File: src/rtl/irc_lt_pkg.sv
`timescale 1ns / 1ps
// ----------------------------------------------------------------------------
// irc_lt_pkg
// Shared types and codes of the chat line tokenizer.
// ----------------------------------------------------------------------------
package irc_lt_pkg;

  // item_kind codes
  localparam logic KIND_BYTE    = 1'b0;
  localparam logic KIND_SUMMARY = 1'b1;

  // role codes
  localparam logic [1:0] ROLE_PREFIX   = 2'd0;
  localparam logic [1:0] ROLE_COMMAND  = 2'd1;
  localparam logic [1:0] ROLE_MIDDLE   = 2'd2;
  localparam logic [1:0] ROLE_TRAILING = 2'd3;

  // line_status codes
  localparam logic [1:0] STATUS_DISPATCH = 2'd0;
  localparam logic [1:0] STATUS_NO_CMD   = 2'd1;
  localparam logic [1:0] STATUS_BLANK    = 2'd2;

  // characters of interest
  localparam logic [7:0] CH_NUL   = 8'h00;
  localparam logic [7:0] CH_LF    = 8'h0A;
  localparam logic [7:0] CH_SPACE = 8'h20;
  localparam logic [7:0] CH_COLON = 8'h3A;

  localparam logic [5:0] COUNT_MAX = 6'd63;

  // up to three results come from one input byte
  localparam int unsigned MAX_RESULTS = 3;

  typedef struct packed {
    logic       item_kind;
    logic [7:0] out_byte;
    logic [1:0] role;
    logic [4:0] param_index;
    logic       starts_token;
    logic [5:0] param_count;
    logic [1:0] line_status;
    logic       has_prefix;
    logic       last_of_run;
  } item_t;

  localparam item_t ITEM_ZERO = '0;

endpackage

File: src/rtl/irc_lt_in_if.sv
`timescale 1ns / 1ps
// ----------------------------------------------------------------------------
// irc_lt_in_if
// Byte input channel of the line tokenizer.
// ----------------------------------------------------------------------------
interface irc_lt_in_if;
  logic       valid;
  logic       ready;
  logic [7:0] in_byte;
  logic       line_last;

  modport source (output valid, output in_byte, output line_last, input ready);
  modport sink   (input valid, input in_byte, input line_last, output ready);
endinterface

File: src/rtl/irc_lt_out_if.sv
`timescale 1ns / 1ps
// ----------------------------------------------------------------------------
// irc_lt_out_if
// Result channel of the line tokenizer: tagged bytes and line summaries.
// ----------------------------------------------------------------------------
interface irc_lt_out_if;
  logic       valid;
  logic       ready;
  logic       item_kind;
  logic [7:0] out_byte;
  logic [1:0] role;
  logic [4:0] param_index;
  logic       starts_token;
  logic [5:0] param_count;
  logic [1:0] line_status;
  logic       has_prefix;
  logic       last_of_run;

  modport source (output valid, output item_kind, output out_byte, output role,
                  output param_index, output starts_token, output param_count,
                  output line_status, output has_prefix, output last_of_run,
                  input ready);
  modport sink   (input valid, input item_kind, input out_byte, input role,
                  input param_index, input starts_token, input param_count,
                  input line_status, input has_prefix, input last_of_run,
                  output ready);
endinterface

File: src/rtl/irc_line_tokenizer_unit.sv
`timescale 1ns / 1ps
// ----------------------------------------------------------------------------
// irc_line_tokenizer_unit
// Byte-serial tagger for chat-protocol lines with a per-line summary.
// ----------------------------------------------------------------------------
// Bytes enter through a one-entry input register; the tagging logic then moves
// one byte per clock, while the buffer holds at most one result, into a
// four-entry result buffer, which drains one result per clock while the output
// is ready. A byte that yields a single result (the usual case) sustains one
// byte per cycle while the output is ready; a byte that yields two or three
// results (line end with its summary, or a released space once the parameter
// limit is reached) holds the input until the buffer has drained back to one
// result or fewer. The first result of a byte passes through the input
// register and then the result buffer before it is presented on the output.
// Bytes that yield nothing (separators, dropped text) still update the parse state.
module irc_line_tokenizer_unit #(
  parameter int MAX_MIDDLE_PARAMS = 31
) (
  input  logic          clk,
  input  logic          rst_n,
  irc_lt_in_if.sink     in_if,
  irc_lt_out_if.source  out_if
);

  // input register
  logic       st_v_r, st_v_nxt;
  logic [7:0] st_byte_r;
  logic       st_last_r;

  // result buffer
  irc_lt_pkg::item_t        buf_r [4];
  irc_lt_pkg::item_t        buf_nxt [4];
  logic [2:0]               cnt_r, cnt_nxt;

  irc_lt_pkg::item_t [2:0]  res;
  logic [1:0]               res_n;
  logic                     room;
  logic                     take;
  logic                     pop;
  logic                     in_acc;
  logic [2:0]               base;

  assign room   = (cnt_r <= 3'd1);
  assign take   = st_v_r && room;
  assign pop    = (cnt_r != 3'd0) && out_if.ready;
  assign in_acc = in_if.valid && in_if.ready;

  assign in_if.ready = !st_v_r || room;
  assign st_v_nxt    = in_acc || (st_v_r && !take);

  irc_lt_core #(
    .MAX_MIDDLE_PARAMS (MAX_MIDDLE_PARAMS)
  ) u_core (
    .clk     (clk),
    .rst_n   (rst_n),
    .fire    (take),
    .byte_in (st_byte_r),
    .last_in (st_last_r),
    .res     (res),
    .res_n   (res_n)
  );

  always_comb begin
    logic [2:0] k;
    base = cnt_r - {2'b00, pop};
    for (int j = 0; j < 4; j++) begin
      k = 3'(j) - base;
      if (3'(j) < base) begin
        if (pop && j < 3) buf_nxt[j] = buf_r[2'(j + 1)];
        else              buf_nxt[j] = buf_r[j];
      end else if (take && k < {1'b0, res_n}) begin
        buf_nxt[j] = res[k[1:0]];
      end else begin
        buf_nxt[j] = buf_r[j];
      end
    end
    cnt_nxt = base + (take ? {1'b0, res_n} : 3'd0);
  end

  always_ff @(posedge clk) begin
    if (!rst_n) begin
      st_v_r <= 1'b0;
      cnt_r  <= 3'd0;
    end else begin
      st_v_r <= st_v_nxt;
      cnt_r  <= cnt_nxt;
    end
  end

  always_ff @(posedge clk) begin
    if (in_acc) begin
      st_byte_r <= in_if.in_byte;
      st_last_r <= in_if.line_last;
    end
    for (int j = 0; j < 4; j++) begin
      buf_r[j] <= buf_nxt[j];
    end
  end

  assign out_if.valid        = (cnt_r != 3'd0);
  assign out_if.item_kind    = buf_r[0].item_kind;
  assign out_if.out_byte     = buf_r[0].out_byte;
  assign out_if.role         = buf_r[0].role;
  assign out_if.param_index  = buf_r[0].param_index;
  assign out_if.starts_token = buf_r[0].starts_token;
  assign out_if.param_count  = buf_r[0].param_count;
  assign out_if.line_status  = buf_r[0].line_status;
  assign out_if.has_prefix   = buf_r[0].has_prefix;
  assign out_if.last_of_run  = buf_r[0].last_of_run;

endmodule

File: src/rtl/irc_lt_core.sv
`timescale 1ns / 1ps
// ----------------------------------------------------------------------------
// irc_lt_core
// Per-line parse state and tagging logic; one byte per cycle when fired.
// ----------------------------------------------------------------------------
module irc_lt_core #(
  parameter int MAX_MIDDLE_PARAMS = 31
) (
  input  logic                       clk,
  input  logic                       rst_n,
  input  logic                       fire,
  input  logic [7:0]                 byte_in,
  input  logic                       last_in,
  output irc_lt_pkg::item_t [2:0]    res,
  output logic [1:0]                 res_n
);

  localparam logic [5:0] MAX_MID = 6'(MAX_MIDDLE_PARAMS);

  typedef enum logic [2:0] {
    PH_START, PH_PREFIX, PH_COMMAND, PH_MSGSTART,
    PH_MIDDLE, PH_TRAILING, PH_DROP, PH_BLANK
  } phase_t;

  phase_t     phase_r, phase_nxt;
  logic [5:0] pcnt_r, pcnt_nxt;
  logic       held_r, held_nxt;
  logic       prefix_r, prefix_nxt;
  logic       cmd_r, cmd_nxt;
  logic       fresh_r, fresh_nxt;
  logic       gap_r, gap_nxt;

  function automatic irc_lt_pkg::item_t mk_byte(input logic [7:0] c, input logic [1:0] role,
                                                input logic [4:0] idx, input logic start);
    irc_lt_pkg::item_t it;
    it              = irc_lt_pkg::ITEM_ZERO;
    it.item_kind    = irc_lt_pkg::KIND_BYTE;
    it.out_byte     = c;
    it.role         = role;
    it.param_index  = idx;
    it.starts_token = start;
    return it;
  endfunction

  function automatic logic [4:0] cur_idx(input logic [5:0] pc);
    logic [5:0] d;
    d = pc - 6'd1;
    return (pc == 6'd0) ? 5'd0 : d[4:0];
  endfunction

  always_comb begin
    irc_lt_pkg::item_t         sum;
    irc_lt_pkg::item_t [2:0]   r;
    logic [1:0]                n;
    logic                      run_mid;
    logic                      skip;

    phase_nxt  = phase_r;
    pcnt_nxt   = pcnt_r;
    held_nxt   = held_r;
    prefix_nxt = prefix_r;
    cmd_nxt    = cmd_r;
    fresh_nxt  = fresh_r;
    gap_nxt    = gap_r;
    r          = '0;
    n          = 2'd0;
    run_mid    = 1'b0;
    skip       = 1'b0;
    sum        = irc_lt_pkg::ITEM_ZERO;

    if (byte_in == irc_lt_pkg::CH_NUL && phase_r != PH_START && phase_r != PH_DROP &&
        phase_r != PH_BLANK) begin
      // early end of line: same as the line-end wrap-up
      if (phase_nxt == PH_MIDDLE && held_nxt && pcnt_nxt >= MAX_MID) begin
        r[n] = mk_byte(irc_lt_pkg::CH_SPACE, irc_lt_pkg::ROLE_MIDDLE, cur_idx(pcnt_nxt),
                       fresh_nxt);
        n = n + 2'd1;
        fresh_nxt = 1'b0;
      end
      if (phase_nxt == PH_MSGSTART) pcnt_nxt = 6'd1;
      held_nxt = 1'b0;
      phase_nxt = PH_DROP;
    end else begin
      case (phase_r)
        PH_START: begin
          if (byte_in == irc_lt_pkg::CH_LF || byte_in == irc_lt_pkg::CH_NUL) begin
            phase_nxt = PH_BLANK;
          end else if (byte_in == irc_lt_pkg::CH_COLON) begin
            prefix_nxt = 1'b1;
            phase_nxt  = PH_PREFIX;
            fresh_nxt  = 1'b1;
          end else if (byte_in == irc_lt_pkg::CH_SPACE) begin
            cmd_nxt   = 1'b1;
            phase_nxt = PH_MSGSTART;
          end else begin
            r[n] = mk_byte(byte_in, irc_lt_pkg::ROLE_COMMAND, 5'd0, 1'b1);
            n = n + 2'd1;
            phase_nxt = PH_COMMAND;
            fresh_nxt = 1'b0;
          end
        end
        PH_PREFIX, PH_COMMAND: begin
          if (byte_in == irc_lt_pkg::CH_SPACE) begin
            cmd_nxt   = 1'b1;
            phase_nxt = (phase_r == PH_PREFIX) ? PH_COMMAND : PH_MSGSTART;
            fresh_nxt = 1'b1;
          end else begin
            r[n] = mk_byte(byte_in, (phase_r == PH_PREFIX) ? irc_lt_pkg::ROLE_PREFIX :
                           irc_lt_pkg::ROLE_COMMAND, 5'd0, fresh_r);
            n = n + 2'd1;
            fresh_nxt = 1'b0;
          end
        end
        PH_MSGSTART: begin
          pcnt_nxt  = 6'd1;
          fresh_nxt = 1'b1;
          if (byte_in == irc_lt_pkg::CH_COLON) begin
            phase_nxt = PH_TRAILING;
          end else begin
            phase_nxt = PH_MIDDLE;
            gap_nxt   = 1'b0;
            held_nxt  = 1'b0;
            run_mid   = 1'b1;
          end
        end
        PH_MIDDLE: begin
          run_mid = 1'b1;
        end
        PH_TRAILING: begin
          r[n] = mk_byte(byte_in, irc_lt_pkg::ROLE_TRAILING, cur_idx(pcnt_r), fresh_r);
          n = n + 2'd1;
          fresh_nxt = 1'b0;
        end
        default: begin
        end
      endcase

      if (run_mid) begin
        // a space is held one byte so that space-colon can be told apart
        if (held_nxt) begin
          held_nxt = 1'b0;
          if (byte_in == irc_lt_pkg::CH_COLON) begin
            skip = 1'b1;
            if (pcnt_nxt >= MAX_MID) begin
              phase_nxt = PH_DROP;
            end else begin
              pcnt_nxt  = pcnt_nxt + 6'd1;
              phase_nxt = PH_TRAILING;
              fresh_nxt = 1'b1;
            end
          end else if (pcnt_nxt >= MAX_MID) begin
            r[n] = mk_byte(irc_lt_pkg::CH_SPACE, irc_lt_pkg::ROLE_MIDDLE, cur_idx(pcnt_nxt),
                           fresh_nxt);
            n = n + 2'd1;
            fresh_nxt = 1'b0;
          end else begin
            gap_nxt = 1'b1;
          end
        end
        if (!skip) begin
          if (byte_in == irc_lt_pkg::CH_SPACE) begin
            held_nxt = 1'b1;
          end else begin
            if (gap_nxt) begin
              r[n] = mk_byte(byte_in, irc_lt_pkg::ROLE_MIDDLE, pcnt_nxt[4:0], 1'b1);
              n = n + 2'd1;
              if (pcnt_nxt < irc_lt_pkg::COUNT_MAX) pcnt_nxt = pcnt_nxt + 6'd1;
              gap_nxt = 1'b0;
            end else begin
              r[n] = mk_byte(byte_in, irc_lt_pkg::ROLE_MIDDLE, cur_idx(pcnt_nxt), fresh_nxt);
              n = n + 2'd1;
            end
            fresh_nxt = 1'b0;
          end
        end
      end
    end

    if (last_in) begin
      if (phase_nxt == PH_MIDDLE && held_nxt && pcnt_nxt >= MAX_MID) begin
        r[n] = mk_byte(irc_lt_pkg::CH_SPACE, irc_lt_pkg::ROLE_MIDDLE, cur_idx(pcnt_nxt),
                       fresh_nxt);
        n = n + 2'd1;
      end
      if (phase_nxt == PH_MSGSTART) pcnt_nxt = 6'd1;
      sum.item_kind = irc_lt_pkg::KIND_SUMMARY;
      if (phase_nxt == PH_BLANK) begin
        sum.line_status = irc_lt_pkg::STATUS_BLANK;
      end else begin
        sum.param_count = pcnt_nxt;
        sum.line_status = cmd_nxt ? irc_lt_pkg::STATUS_DISPATCH : irc_lt_pkg::STATUS_NO_CMD;
        sum.has_prefix  = prefix_nxt;
      end
      r[n] = sum;
      n = n + 2'd1;
      // fresh line
      phase_nxt  = PH_START;
      pcnt_nxt   = 6'd0;
      held_nxt   = 1'b0;
      prefix_nxt = 1'b0;
      cmd_nxt    = 1'b0;
      fresh_nxt  = 1'b0;
      gap_nxt    = 1'b0;
    end

    for (int i = 0; i < irc_lt_pkg::MAX_RESULTS; i++) begin
      r[i].last_of_run = (2'(i) + 2'd1 == n);
    end

    res   = r;
    res_n = n;
  end

  always_ff @(posedge clk) begin
    if (!rst_n) begin
      phase_r  <= PH_START;
      pcnt_r   <= 6'd0;
      held_r   <= 1'b0;
      prefix_r <= 1'b0;
      cmd_r    <= 1'b0;
      fresh_r  <= 1'b0;
      gap_r    <= 1'b0;
    end else if (fire) begin
      phase_r  <= phase_nxt;
      pcnt_r   <= pcnt_nxt;
      held_r   <= held_nxt;
      prefix_r <= prefix_nxt;
      cmd_r    <= cmd_nxt;
      fresh_r  <= fresh_nxt;
      gap_r    <= gap_nxt;
    end
  end

endmodule

File: src/flat_wrapper.sv
// flat-port wrapper written by rule: the top's interface ports become plain ports
module irc_line_tokenizer_unit_flat 
#(
  parameter int MAX_MIDDLE_PARAMS = 31
)
  (clk, rst_n, in_if_valid, in_if_in_byte, in_if_line_last, in_if_ready, out_if_valid, out_if_item_kind, out_if_out_byte, out_if_role, out_if_param_index, out_if_starts_token, out_if_param_count, out_if_line_status, out_if_has_prefix, out_if_last_of_run, out_if_ready);
  irc_lt_in_if in_if_i ();
  irc_lt_out_if out_if_i ();
  input  logic clk;
  input  logic rst_n;
  input wire logic [$bits(in_if_i.valid)-1:0] in_if_valid;
  input wire logic [$bits(in_if_i.in_byte)-1:0] in_if_in_byte;
  input wire logic [$bits(in_if_i.line_last)-1:0] in_if_line_last;
  output wire logic [$bits(in_if_i.ready)-1:0] in_if_ready;
  output wire logic [$bits(out_if_i.valid)-1:0] out_if_valid;
  output wire logic [$bits(out_if_i.item_kind)-1:0] out_if_item_kind;
  output wire logic [$bits(out_if_i.out_byte)-1:0] out_if_out_byte;
  output wire logic [$bits(out_if_i.role)-1:0] out_if_role;
  output wire logic [$bits(out_if_i.param_index)-1:0] out_if_param_index;
  output wire logic [$bits(out_if_i.starts_token)-1:0] out_if_starts_token;
  output wire logic [$bits(out_if_i.param_count)-1:0] out_if_param_count;
  output wire logic [$bits(out_if_i.line_status)-1:0] out_if_line_status;
  output wire logic [$bits(out_if_i.has_prefix)-1:0] out_if_has_prefix;
  output wire logic [$bits(out_if_i.last_of_run)-1:0] out_if_last_of_run;
  input wire logic [$bits(out_if_i.ready)-1:0] out_if_ready;
  assign in_if_i.valid = in_if_valid;
  assign in_if_i.in_byte = in_if_in_byte;
  assign in_if_i.line_last = in_if_line_last;
  assign in_if_ready = in_if_i.ready;
  assign out_if_valid = out_if_i.valid;
  assign out_if_item_kind = out_if_i.item_kind;
  assign out_if_out_byte = out_if_i.out_byte;
  assign out_if_role = out_if_i.role;
  assign out_if_param_index = out_if_i.param_index;
  assign out_if_starts_token = out_if_i.starts_token;
  assign out_if_param_count = out_if_i.param_count;
  assign out_if_line_status = out_if_i.line_status;
  assign out_if_has_prefix = out_if_i.has_prefix;
  assign out_if_last_of_run = out_if_i.last_of_run;
  assign out_if_i.ready = out_if_ready;
  irc_line_tokenizer_unit #(.MAX_MIDDLE_PARAMS(MAX_MIDDLE_PARAMS)) u_core (.clk(clk), .rst_n(rst_n), .in_if(in_if_i), .out_if(out_if_i));
endmodule
File: config.mk
export PLATFORM = sky130hd
export DESIGN_NAME = irc_line_tokenizer_unit_flat
export DESIGN_NICKNAME = d
export VERILOG_FILES = /design/src/rtl/irc_lt_pkg.sv /design/src/rtl/irc_lt_in_if.sv /design/src/rtl/irc_lt_out_if.sv /design/src/rtl/irc_line_tokenizer_unit.sv /design/src/rtl/irc_lt_core.sv /design/src/flat_wrapper.sv
export SDC_FILE = /design/constraint.sdc
export NUM_CORES = 1
export LEC_CHECK = 0
export BUFFER_PORTS_ARGS = -buffer_cell sky130_fd_sc_hd__buf_2
export CAP_MARGIN = 25
export CORE_UTILIZATION = 36
export CTS_BUF_LIST = sky130_fd_sc_hd__clkbuf_8 sky130_fd_sc_hd__clkbuf_16
export CTS_CLUSTER_SIZE = 25
export DETAILED_ROUTE_END_ITERATION = 7
export GPL_ROUTABILITY_DRIVEN = 0
export REMOVE_ABC_BUFFERS = 1
export SLEW_MARGIN = 25
export SYNTH_ARGS = -nofsm -noshare
export SYNTH_HDL_FRONTEND = slang
export SYNTH_SLANG_ARGS = --single-unit
File: constraint.sdc
create_clock -name clk -period 9.8 [get_ports clk]
set_input_delay 0.98 -clock clk [delete_from_list [all_inputs] [get_ports clk]]
set_output_delay 0.98 -clock clk [all_outputs]
set_load 0.01 [all_outputs]
==> flow_summary.ini, run 1 <==
[status]
status = completed

[critical_path]
cp_data_required_time_ps = 9850
critPathMaxFanout = 27
start_kind = flop
crit_arrival_ps = 8500
critPathKind = flop to flop
endpoint_kind = flop

[flow_run]
cap_violations = 0

[placement]
dp_slack_ps = 1450
dpl.hpwl_mm = 20.5
dp_cells = 1342
port_buffers = 41

[synthesis]
syn-cell-area_um2 = 9380
yosys_warnings = 0
synth_edf_count = 117
synth-seq-cells = 135
ys.flop_type = edfxtp_1
syn_inst = 1017
synthArstFlopShare_pct = 0
seq_area_frac_synth_pct = 41.3
yosysUniqueCellTypes = 102
avgSynthCellArea_um2 = 9.22

[floorplan]
rows = 58
die_x_um = 163
core_area_um2 = 25400
dieHeight_um = 163
io_pins = 42
start_util_pct = 36.9
dieArea_um2 = 26700

[clock_tree]
cts_resized = 0
cts_tree = built
postCtsSetupBuffers = 0
max-clock-path-buffers = 2
cts_buffers = 17
cts_max_level = 4
clk_pin_slew_worst_paths_ps = 60
hold_buffers = 0
clock-root-buffer = clkbuf_16
clkLatencyLatePin_ps = 430
cts_sinks = 135

[sta]
setup_viol_count_final = 0
slew_headroom_pct = 33.4
fmax_ghz = 0.118
layout_setup_ws_ps = 1350
hold_viol_final = 0
finalCritPeriodShare_pct = 86.2
fin_setup_tns_ps = 0
slew_viol_final = 0
fin_worst_skew_ps = 16.9
final.min_clock_period_ps = 8450
worstMarginPinSlew_ps = 991
rsz0062_at_grt = false

[grt]
grt_pass1_vias = 7518
antenna_found_initial = 0
grt_max_degree = 41
grt_pass1_wl_mm = 43.4
grt_util_all_layers_pct = 21.3
overflow = 0

[pwr]
total_power_mw = 3.29
power_leakage_nw = 3.72
ir_drop_uv = 188
pwr_density_cell_nw_per_um2 = 318

[drt]
viasPerCell = 5.90
route.detailed.drc = 0
routedWlPerCell_um = 20.1
firstDrtPassIters = 6
vias = 8107
first_iter_violations = 886
drtAntennaViolNets = 0
routed_wl_mm = 27.6

[min_path]
hold_path.class = flop to flop

[cells_and_area]
instances_no_fill = 1374
area_delta_synth_final_pct = 10.4
drive_gt1_share_pct = 14.0
fin_util_pct = 40.8
n_antenna_cell = 0
fill_cells = 2534
nNetsFinal = 1077
## cells by family after synthesis
| logic type | Yosys count | share of synthesized area (%) |
|---|---|---|
| AND/OR/NAND/NOR | 421 | 22.2 |
| AO/OA/AOI/OAI | 302 | 23.4 |
| flip-flops | 135 | 41.3 |
| buffers and inverters | 92 | 4.91 |
| adder cells (fa/ha/maj) | 33 | 4.48 |
| XOR/XNOR | 21 | 2.04 |
| multiplexers | 13 | 1.59 |
## flip-flops by register name (all words and copies together) (netlist names)
register and count:
u_core.st_v_r 1, u_core.u_core.pcnt_r 6, u_core.cnt_r 3, u_core.u_core.cmd_r 1, u_core.st_last_r 1, u_core.u_core.gap_r 1, u_core.u_core.prefix_r 1, u_core.u_core.held_r 1
u_core.u_core.fresh_r 1, u_core.u_core.phase_r 3, u_core.st_byte_r 8, u_core.buf_r 108
## placed cells by master, fill, tap and decap left out, drive strengths merged, types with 17 or more instances in the layout
master and count:
nor2 98, ha 32, nand3 26, and2 21, inv 38, nor3 29, nor2b 19, edfxtp 117
nand2 145, o21ai 95, clkbuf 17, buf 52, dfxtp 18, a21oi 47
## power by group
group	internal, mW	switching (mW)	leakage, nW
registers	1.00	0.0567	1.25
logic	0.480	1.13	2.20
clock network	0.354	0.269	0.266
total	1.84	1.46	3.72
## stage by stage
stage,area (um^2),hold WS (ps)
finish,10400,468
global route,10400,511
CTS,10400,472
detailed placement,9780,457
global placement,9770,449
floorplan,9050,432
## metal layers
metal | global-route usage (%) | vias to the layer above | wire, um
li1 | - | 3815 | -
met4 | 8.33 | 0 | 799
met1 | 30.3 | 3846 | 12600
met2 | 32.2 | 388 | 12100
met3 | 3.25 | 58 | 2110
met5 | 0 | - | 0
## cell usage after synthesis (7+ instances only)
master     number  area share (%)
edfxtp_1      117              37
a21oi_1        43             2.3
and2_1         21             1.4
nand2b_1        9            0.60
buf_6           9             1.1
nor4_1          7            0.47
o31ai_1         8            0.64
a31oi_1        10            0.67
nor3_1         28             1.5
and3_1         12            0.80
inv_1          33             1.3
o21ai_1        13            0.69
nor2_1         96             3.8
ha_1           32             4.3
o211ai_1        8            0.64
nand4_1        13            0.87
o21a_1          9            0.72
buf_4           7            0.56
a221o_1         7            0.75
xnor2_1        11             1.0
o21ai_0        75             4.0
nand2_1       145             5.8
dfxtp_1        18             3.8
a22oi_1        15             1.2
xor2_1          9            0.84
a22o_1         12             1.1
o2bb2ai_1      12             1.1
nor2b_1        19             1.3
nand3_1        26             1.4
clkbuf_1       32             1.3
## layout make-up
type	count	area, um^2	share of cell area [%]
Tap cell	330	413	3.99
Multi-Input combinational cell	790	5070	49.0
Inverter	35	131	1.27
Clock buffer	17	425	4.11
Timing Repair Buffer	52	288	2.78
Clock inverter	15	148	1.43
Sequential cell	135	3870	37.4
## worst paths after layout
| check | cells past startpoint | to | start | slack [ps] |
|---|---|---|---|---|
| min | 2 | u_core.u_core.prefix_r$_SDFFE_PN0P_ | u_core.u_core.prefix_r$_SDFFE_PN0P_ | 470 |
| max reg2reg | 26 | u_core.buf_r[1][21]$_DFFE_PP_ | u_core.u_core.phase_r[2]$_SDFFE_PN0P_ | 1350 |
| max | 26 | u_core.buf_r[1][21]$_DFFE_PP_ | u_core.u_core.phase_r[2]$_SDFFE_PN0P_ | 1350 |
| min reg2reg | 2 | u_core.u_core.prefix_r$_SDFFE_PN0P_ | u_core.u_core.prefix_r$_SDFFE_PN0P_ | 470 |
## critical path, stage by stage, from the launching register on
cell and delay [ps]:
dfxtp_1 710, and3b_1 380, nor2_1 420, inv_1 170, ha_1 350, a41o_1 340, a2111oi_4 830, nand2_1 150
o21ai_0 240, ha_1 250, nand2_1 110, a21oi_4 260, nand2_1 110, a221o_1 290, o211ai_1 200, ha_1 220
nand4_1 150, o31a_2 420, o21ai_0 250, inv_1 100, ha_1 270, mux2_2 380, ha_1 230, nand2b_1 130
o21ai_0 130, o21ai_0 150, a31oi_4 790
Power figures use the tool's default switching activity.
==> inputs of run 2 (changes only) <==
--- a/config.mk
+++ b/config.mk
@@ -5,6 +5,7 @@
 export SDC_FILE = /design/constraint.sdc
 export NUM_CORES = 1
 export LEC_CHECK = 0
+export ABC_AREA = 1
 export BUFFER_PORTS_ARGS = -buffer_cell sky130_fd_sc_hd__buf_2
 export CAP_MARGIN = 25
 export CORE_UTILIZATION = 36
==> flow_summary.ini, run 2 <==
[status]
status = completed

[clock_tree]
cts_max_level = 4
clock-root-buffer = clkbuf_16
clkLatencyLatePin_ps = 430
postCtsSetupBuffers = 0
cts_buffers = 17
cts_sinks = 135
max-clock-path-buffers = 2
clk_pin_slew_worst_paths_ps = 60
cts_tree = built
hold_buffers = 0
cts_resized = 0

[drt]
route.detailed.drc = 0
firstDrtPassIters = 8
drtAntennaViolNets = 0
routedWlPerCell_um = 18.4
vias = 9182
first_iter_violations = 1253
viasPerCell = 5.52
routed_wl_mm = 30.6

[synthesis]
ys.flop_type = edfxtp_1
syn-cell-area_um2 = 9520
syn_inst = 1287
synth_most_common_cell = nand2_1
avgSynthCellArea_um2 = 7.40
synth_edf_count = 117
yosys_warnings = 0
yosys-top-cells-count = 385 x nand2_1, 134 x nand3_1, 123 x inv_1, 117 x edfxtp_1, 117 x nor2_1
synth_top_area_share_pct = 36.9
synthArstFlopShare_pct = 0
seq_area_frac_synth_pct = 40.7
synth-seq-cells = 135
yosysUniqueCellTypes = 61
synth_top_area_cell = edfxtp_1
synthTopCellsByArea = edfxtp_1 37%, nand2_1 15%, nand3_1 7.0%, inv_1 4.9%, nor2_1 4.6%

[floorplan]
dieArea_um2 = 27100
die_x_um = 165
io_pins = 42
core_area_um2 = 26000
rows = 59
start_util_pct = 36.6
dieHeight_um = 165

[grt]
grt_pass1_wl_mm = 47.6
antenna_found_initial = 0
grt_max_degree = 52
overflow = 0
grt_pass1_vias = 8484
grt_util_all_layers_pct = 23.0

[cells_and_area]
fin_util_pct = 40.7
layout_common_cells = 385 x nand2_1, 134 x nand3_1, 125 x inv_1
largest_register = u_core.buf_r
nNetsFinal = 1360
n_antenna_cell = 0
regArea_um2 = 3870
layout_commonest_cell = nand2_1
multi_input_comb_area_um2 = 4930
top_regs = u_core.buf_r: 108 flops, u_core.st_byte_r: 8 flops, u_core.u_core.pcnt_r: 6 flops
fill_cells = 2713
area_delta_synth_final_pct = 11.0
largest_reg_flops = 108
drive_gt1_share_pct = 10.8

[critical_path]
cp_data_required_time_ps = 10090
critPathKind = flop to flop
slowest_delay_ps = 580
crit_path_top_delay_cell = dfxtp_1
worstReg2RegStart = u_core.u_core.phase_r[2]$_SDFFE_PN0P_
start_kind = flop
crit_arrival_ps = 6930
critPathTopFamily = simple AND/OR/NAND/NOR gates
reg2reg_slack_ps = 3160
rr_endpoint = u_core.buf_r[1][22]$_DFFE_PP_
critPathMaxFanout = 13
reg2regPathDepth = 37
crit_buf_inv = 8
endpoint_kind = flop

[sta]
setup_viol_count_final = 0
rsz0062_at_grt = false
final.min_clock_period_ps = 6640
slew_headroom_pct = 30.7
fmax_ghz = 0.151
hold_viol_final = 0
fin_setup_tns_ps = 0
slew_viol_final = 0
worstMarginPinSlew_ps = 1040
fin_worst_skew_ps = 10.6
hold-worst-slack_ps = 473
finalCritPeriodShare_pct = 67.7

[flow_run]
cap_violations = 0

[min_path]
min_path_cells = 2
hold_path.class = flop to flop
min_from = u_core.u_core.prefix_r$_SDFFE_PN0P_
min_to = u_core.u_core.prefix_r$_SDFFE_PN0P_

[pwr]
switching_share_pct = 48.0
p_int_mw = 1.70
power_leakage_nw = 4.54
total_power_mw = 3.26
pwr_density_cell_nw_per_um2 = 309
p_switching_mw = 1.56
sequentialPowerShare_pct = 30.7
ir_drop_uv = 234
p_comb_share_pct = 51.2
pwr-share-clk_pct = 18.0

[placement]
dpl.hpwl_mm = 22.3
port_buffers = 41
## run 2: cell types whose count changed in the layout (fill, tap and decap cells not counted), sizes merged, moves of 19 or more
cell   before  now
nand4      13   41
and2       21    1
nor2       98  128
nand3      26  140
nand2     145  400
nor2b      19    0
inv        38  140
## run 2: power groups by stage
stage               registers (mW)  clock network [mW]  logic (mW)
finish                        1.00               0.587        1.67
global route                  1.02               0.618        1.84
CTS                           1.00               0.595        1.66
detailed placement            1.01                   0        1.65
global placement              1.01                   0        1.62
floorplan                     1.03                   0        1.01
## run 2: how the worst max path moves through the flow
stage                                     startpoint                       endpoint  slack, ps  cells after the start
2_1_floorplan  u_core.u_core.phase_r[2]$_SDFFE_PN0P_   u_core.buf_r[3][0]$_DFFE_PP_       3340                     36
3_3_place_gp   u_core.u_core.phase_r[2]$_SDFFE_PN0P_   u_core.buf_r[0][5]$_DFFE_PP_       3540                     35
3_5_place_dp   u_core.u_core.phase_r[2]$_SDFFE_PN0P_  u_core.buf_r[2][21]$_DFFE_PP_       3340                     38
4_1_cts        u_core.u_core.phase_r[2]$_SDFFE_PN0P_   u_core.buf_r[2][3]$_DFFE_PP_       3330                     38
5_1_grt        u_core.u_core.phase_r[2]$_SDFFE_PN0P_  u_core.buf_r[1][22]$_DFFE_PP_       2660                     38
6_report       u_core.u_core.phase_r[2]$_SDFFE_PN0P_  u_core.buf_r[1][22]$_DFFE_PP_       3160                     37
## run 2: kinds of logic after synthesis
kind of cell | synth area share [%]
adder cells (fa/ha/maj) | 4.42
AO/OA/AOI/OAI | 11.6
buffers and inverters | 7.66
AND/OR/NAND/NOR | 34.8
flip-flops | 40.7
XOR/XNOR | 0.815
## run 2: worst register-to-register path, delay by kind of cell, from the launching register on
kind / cells / cell delay (ps)
flip-flops: 1 / 580
XOR/XNOR: 1 / 340
adder cells (fa/ha/maj): 4 / 810
buffers and inverters: 8 / 960
AO/OA/AOI/OAI: 4 / 420
AND/OR/NAND/NOR: 20 / 3400
## run 2: stage by stage
| stage | setup slack [ps] | cell area, um^2 | std cells |
|---|---|---|---|
| after floorplan | 3340 | 9310 | 1243 |
| after global placement | 3540 | 10000 | 1630 |
| after detailed placement | 3340 | 10000 | 1630 |
| after CTS | 3330 | 10600 | 1662 |
| after global routing | 2660 | 10600 | 1662 |
| final | 3160 | 10600 | 1662 |
## run 2: per-layer routing
metal  GRT usage (%)  part of all wire [%]
met1            32.9                    44
met2            35.2                    44
met3            3.94                   9.2
met4            7.05                   2.3
met5               0                     0
## run 2: cell type report
type                       instances  area share (%)
multi-input combinational        971            46.7
sequential                       135            36.7
inverter                         137            4.92
clock buffer                      17            4.03
tap                              335            3.97
timing repair buffer              52            2.72
clock inverter                    15           0.995
==> inputs of run 3 (changes only) <==
==> constraint.sdc (replaced) <==
create_clock -name clk -period 6.9 [get_ports clk]
set_input_delay 0.69 -clock clk [delete_from_list [all_inputs] [get_ports clk]]
set_output_delay 0.69 -clock clk [all_outputs]
set_load 0.01 [all_outputs]
==> flow_summary.ini, run 3 (synthesized netlist as in run 2, its figures left out) <==
[critical_path]
start_kind = flop
cp_data_required_time_ps = 6970
reg2regPathDepth = 38
critPathTopFamily = simple AND/OR/NAND/NOR gates
cp_common_cell = inv_1
crit_buf_inv = 9
rr_endpoint = u_core.buf_r[2][15]$_DFFE_PP_
worstReg2RegStart = u_core.u_core.phase_r[2]$_SDFFE_PN0P_
crit_path_top_delay_cell = dfxtp_1
critPathKind = flop to flop
crit_start = u_core.u_core.phase_r[2]$_SDFFE_PN0P_
slowest_delay_ps = 560
endpoint_kind = flop
critPathMaxFanout = 27
crit_arrival_ps = 6410
reg2reg_slack_ps = 570

[sta]
fin_setup_tns_ps = 0
finalCritPeriodShare_pct = 91.8
setup_viol_count_final = 0
final.min_clock_period_ps = 6330
slew_viol_final = 0
rsz0062_at_grt = false
fmax_ghz = 0.158
slew_headroom_pct = 33.9
hold_viol_final = 0
fin_worst_skew_ps = 18.6
worstMarginPinSlew_ps = 987

[drt]
routedWlPerCell_um = 18.3
routed_wl_mm = 30.5
viasPerCell = 5.48
firstDrtPassIters = 6
first_iter_violations = 1036
drtAntennaViolNets = 0
vias = 9129
route.detailed.drc = 0

[cells_and_area]
largest_reg_flops = 108
nNetsFinal = 1365
area_delta_synth_final_pct = 12.5
drive_gt1_share_pct = 11.4
largest_register = u_core.buf_r
layout_commonest_cell = nand2_1
top_regs = u_core.buf_r: 108 flops, u_core.st_byte_r: 8 flops, u_core.u_core.pcnt_r: 6 flops
n_antenna_cell = 0
instances_no_fill = 1666
layout_common_cells = 385 x nand2_1, 134 x nand3_1, 123 x inv_1

[pwr]
ir_drop_uv = 295
power_leakage_nw = 4.60
pwr_density_cell_nw_per_um2 = 455

[grt]
grt_pass1_wl_mm = 47.4
grt_max_degree = 52
grt_util_all_layers_pct = 23.1
antenna_found_initial = 0
grt_pass1_vias = 8274
overflow = 0

[floorplan]
core_area_um2 = 26000
dieArea_um2 = 27100
start_util_pct = 36.6
die_x_um = 165
rows = 59
dieHeight_um = 165
io_pins = 42

[clock_tree]
cts_resized = 0
cts_tree = built
cts_buffers = 17
hold_buffers = 0
cts_max_level = 4
postCtsSetupBuffers = 0
max-clock-path-buffers = 2
cts_sinks = 135
clkLatencyLatePin_ps = 440
clock-root-buffer = clkbuf_16
clk_pin_slew_worst_paths_ps = 70

[placement]
dpl.hpwl_mm = 22.1
dp_cells = 1635
port_buffers = 41

[min_path]
min_to = u_core.st_byte_r[4]$_DFFE_PP_
min_from = in_if_in_byte[4]
min_path_cells = 1
hold_path.class = primary input to flop

[flow_run]
cap_violations = 0

[status]
status = completed
==> run 3: layout make-up <==
type                       count  area [um^2]
sequential                   135         3870
timing repair buffer          57          338
inverter                     137          519
fill                        2719        15300
multi-input combinational    971         4940
clock inverter                14          186
clock buffer                  17          425
tap                          335          419
==> run 3: layer usage <==
layer  global-route usage, %  vias up  wire (um)
li1                        -     4412          -
met1                    33.8     4197      14000
met2                    34.9      473      13100
met3                    2.76       47       2600
met4                    7.59        0        758
met5                       0        -          0
==> run 3: how the worst max path moves through the flow <==
stage | depth (start not counted) | end | slack (ps)
after floorplan | 36 | u_core.buf_r[3][0]$_DFFE_PP_ | 440
final | 38 | u_core.buf_r[2][15]$_DFFE_PP_ | 570
after detailed placement | 37 | u_core.buf_r[0][1]$_DFFE_PP_ | 460
after CTS | 38 | u_core.buf_r[0][24]$_DFFE_PP_ | 460
after global placement | 38 | u_core.buf_r[2][13]$_DFFE_PP_ | 750
after global routing | 38 | u_core.buf_r[2][15]$_DFFE_PP_ | 10
==> run 3: power breakdown <==
group | switching (mW) | internal, mW | total (mW)
clock | 0.394 | 0.577 | 0.972
combinational | 1.83 | 0.650 | 2.48
sequential | 0.0714 | 1.35 | 1.42
total | 2.29 | 2.58 | 4.87
==> run 3: metrics by stage <==
stage | power (mW) | area, um^2 | hold WS [ps] | worst slack [ps] | utilization [%]
6_report | 4.87 | 10700 | 423 | 566 | 41.2
5_1_grt | 5.17 | 10700 | 423 | 9.59 | 41.2
4_1_cts | 4.85 | 10700 | 416 | 463 | 41.1
3_5_place_dp | 3.87 | 10100 | 459 | 464 | 38.8
3_3_place_gp | 3.83 | 10100 | 452 | 746 | 38.8
2_1_floorplan | 2.90 | 9310 | 442 | 443 | -
==> run 3: worst reg2reg max path, delay by kind of cell (launching register included) <==
kind                       cells  cell delay, ps
AOI/OAI and AO/OA              5             710
DFF                            1             560
xor gates and xnor gates       1             330
adders and majority gates      5            1170
and+or+nand+nor               18            2090
buffers and inverters          9            1120
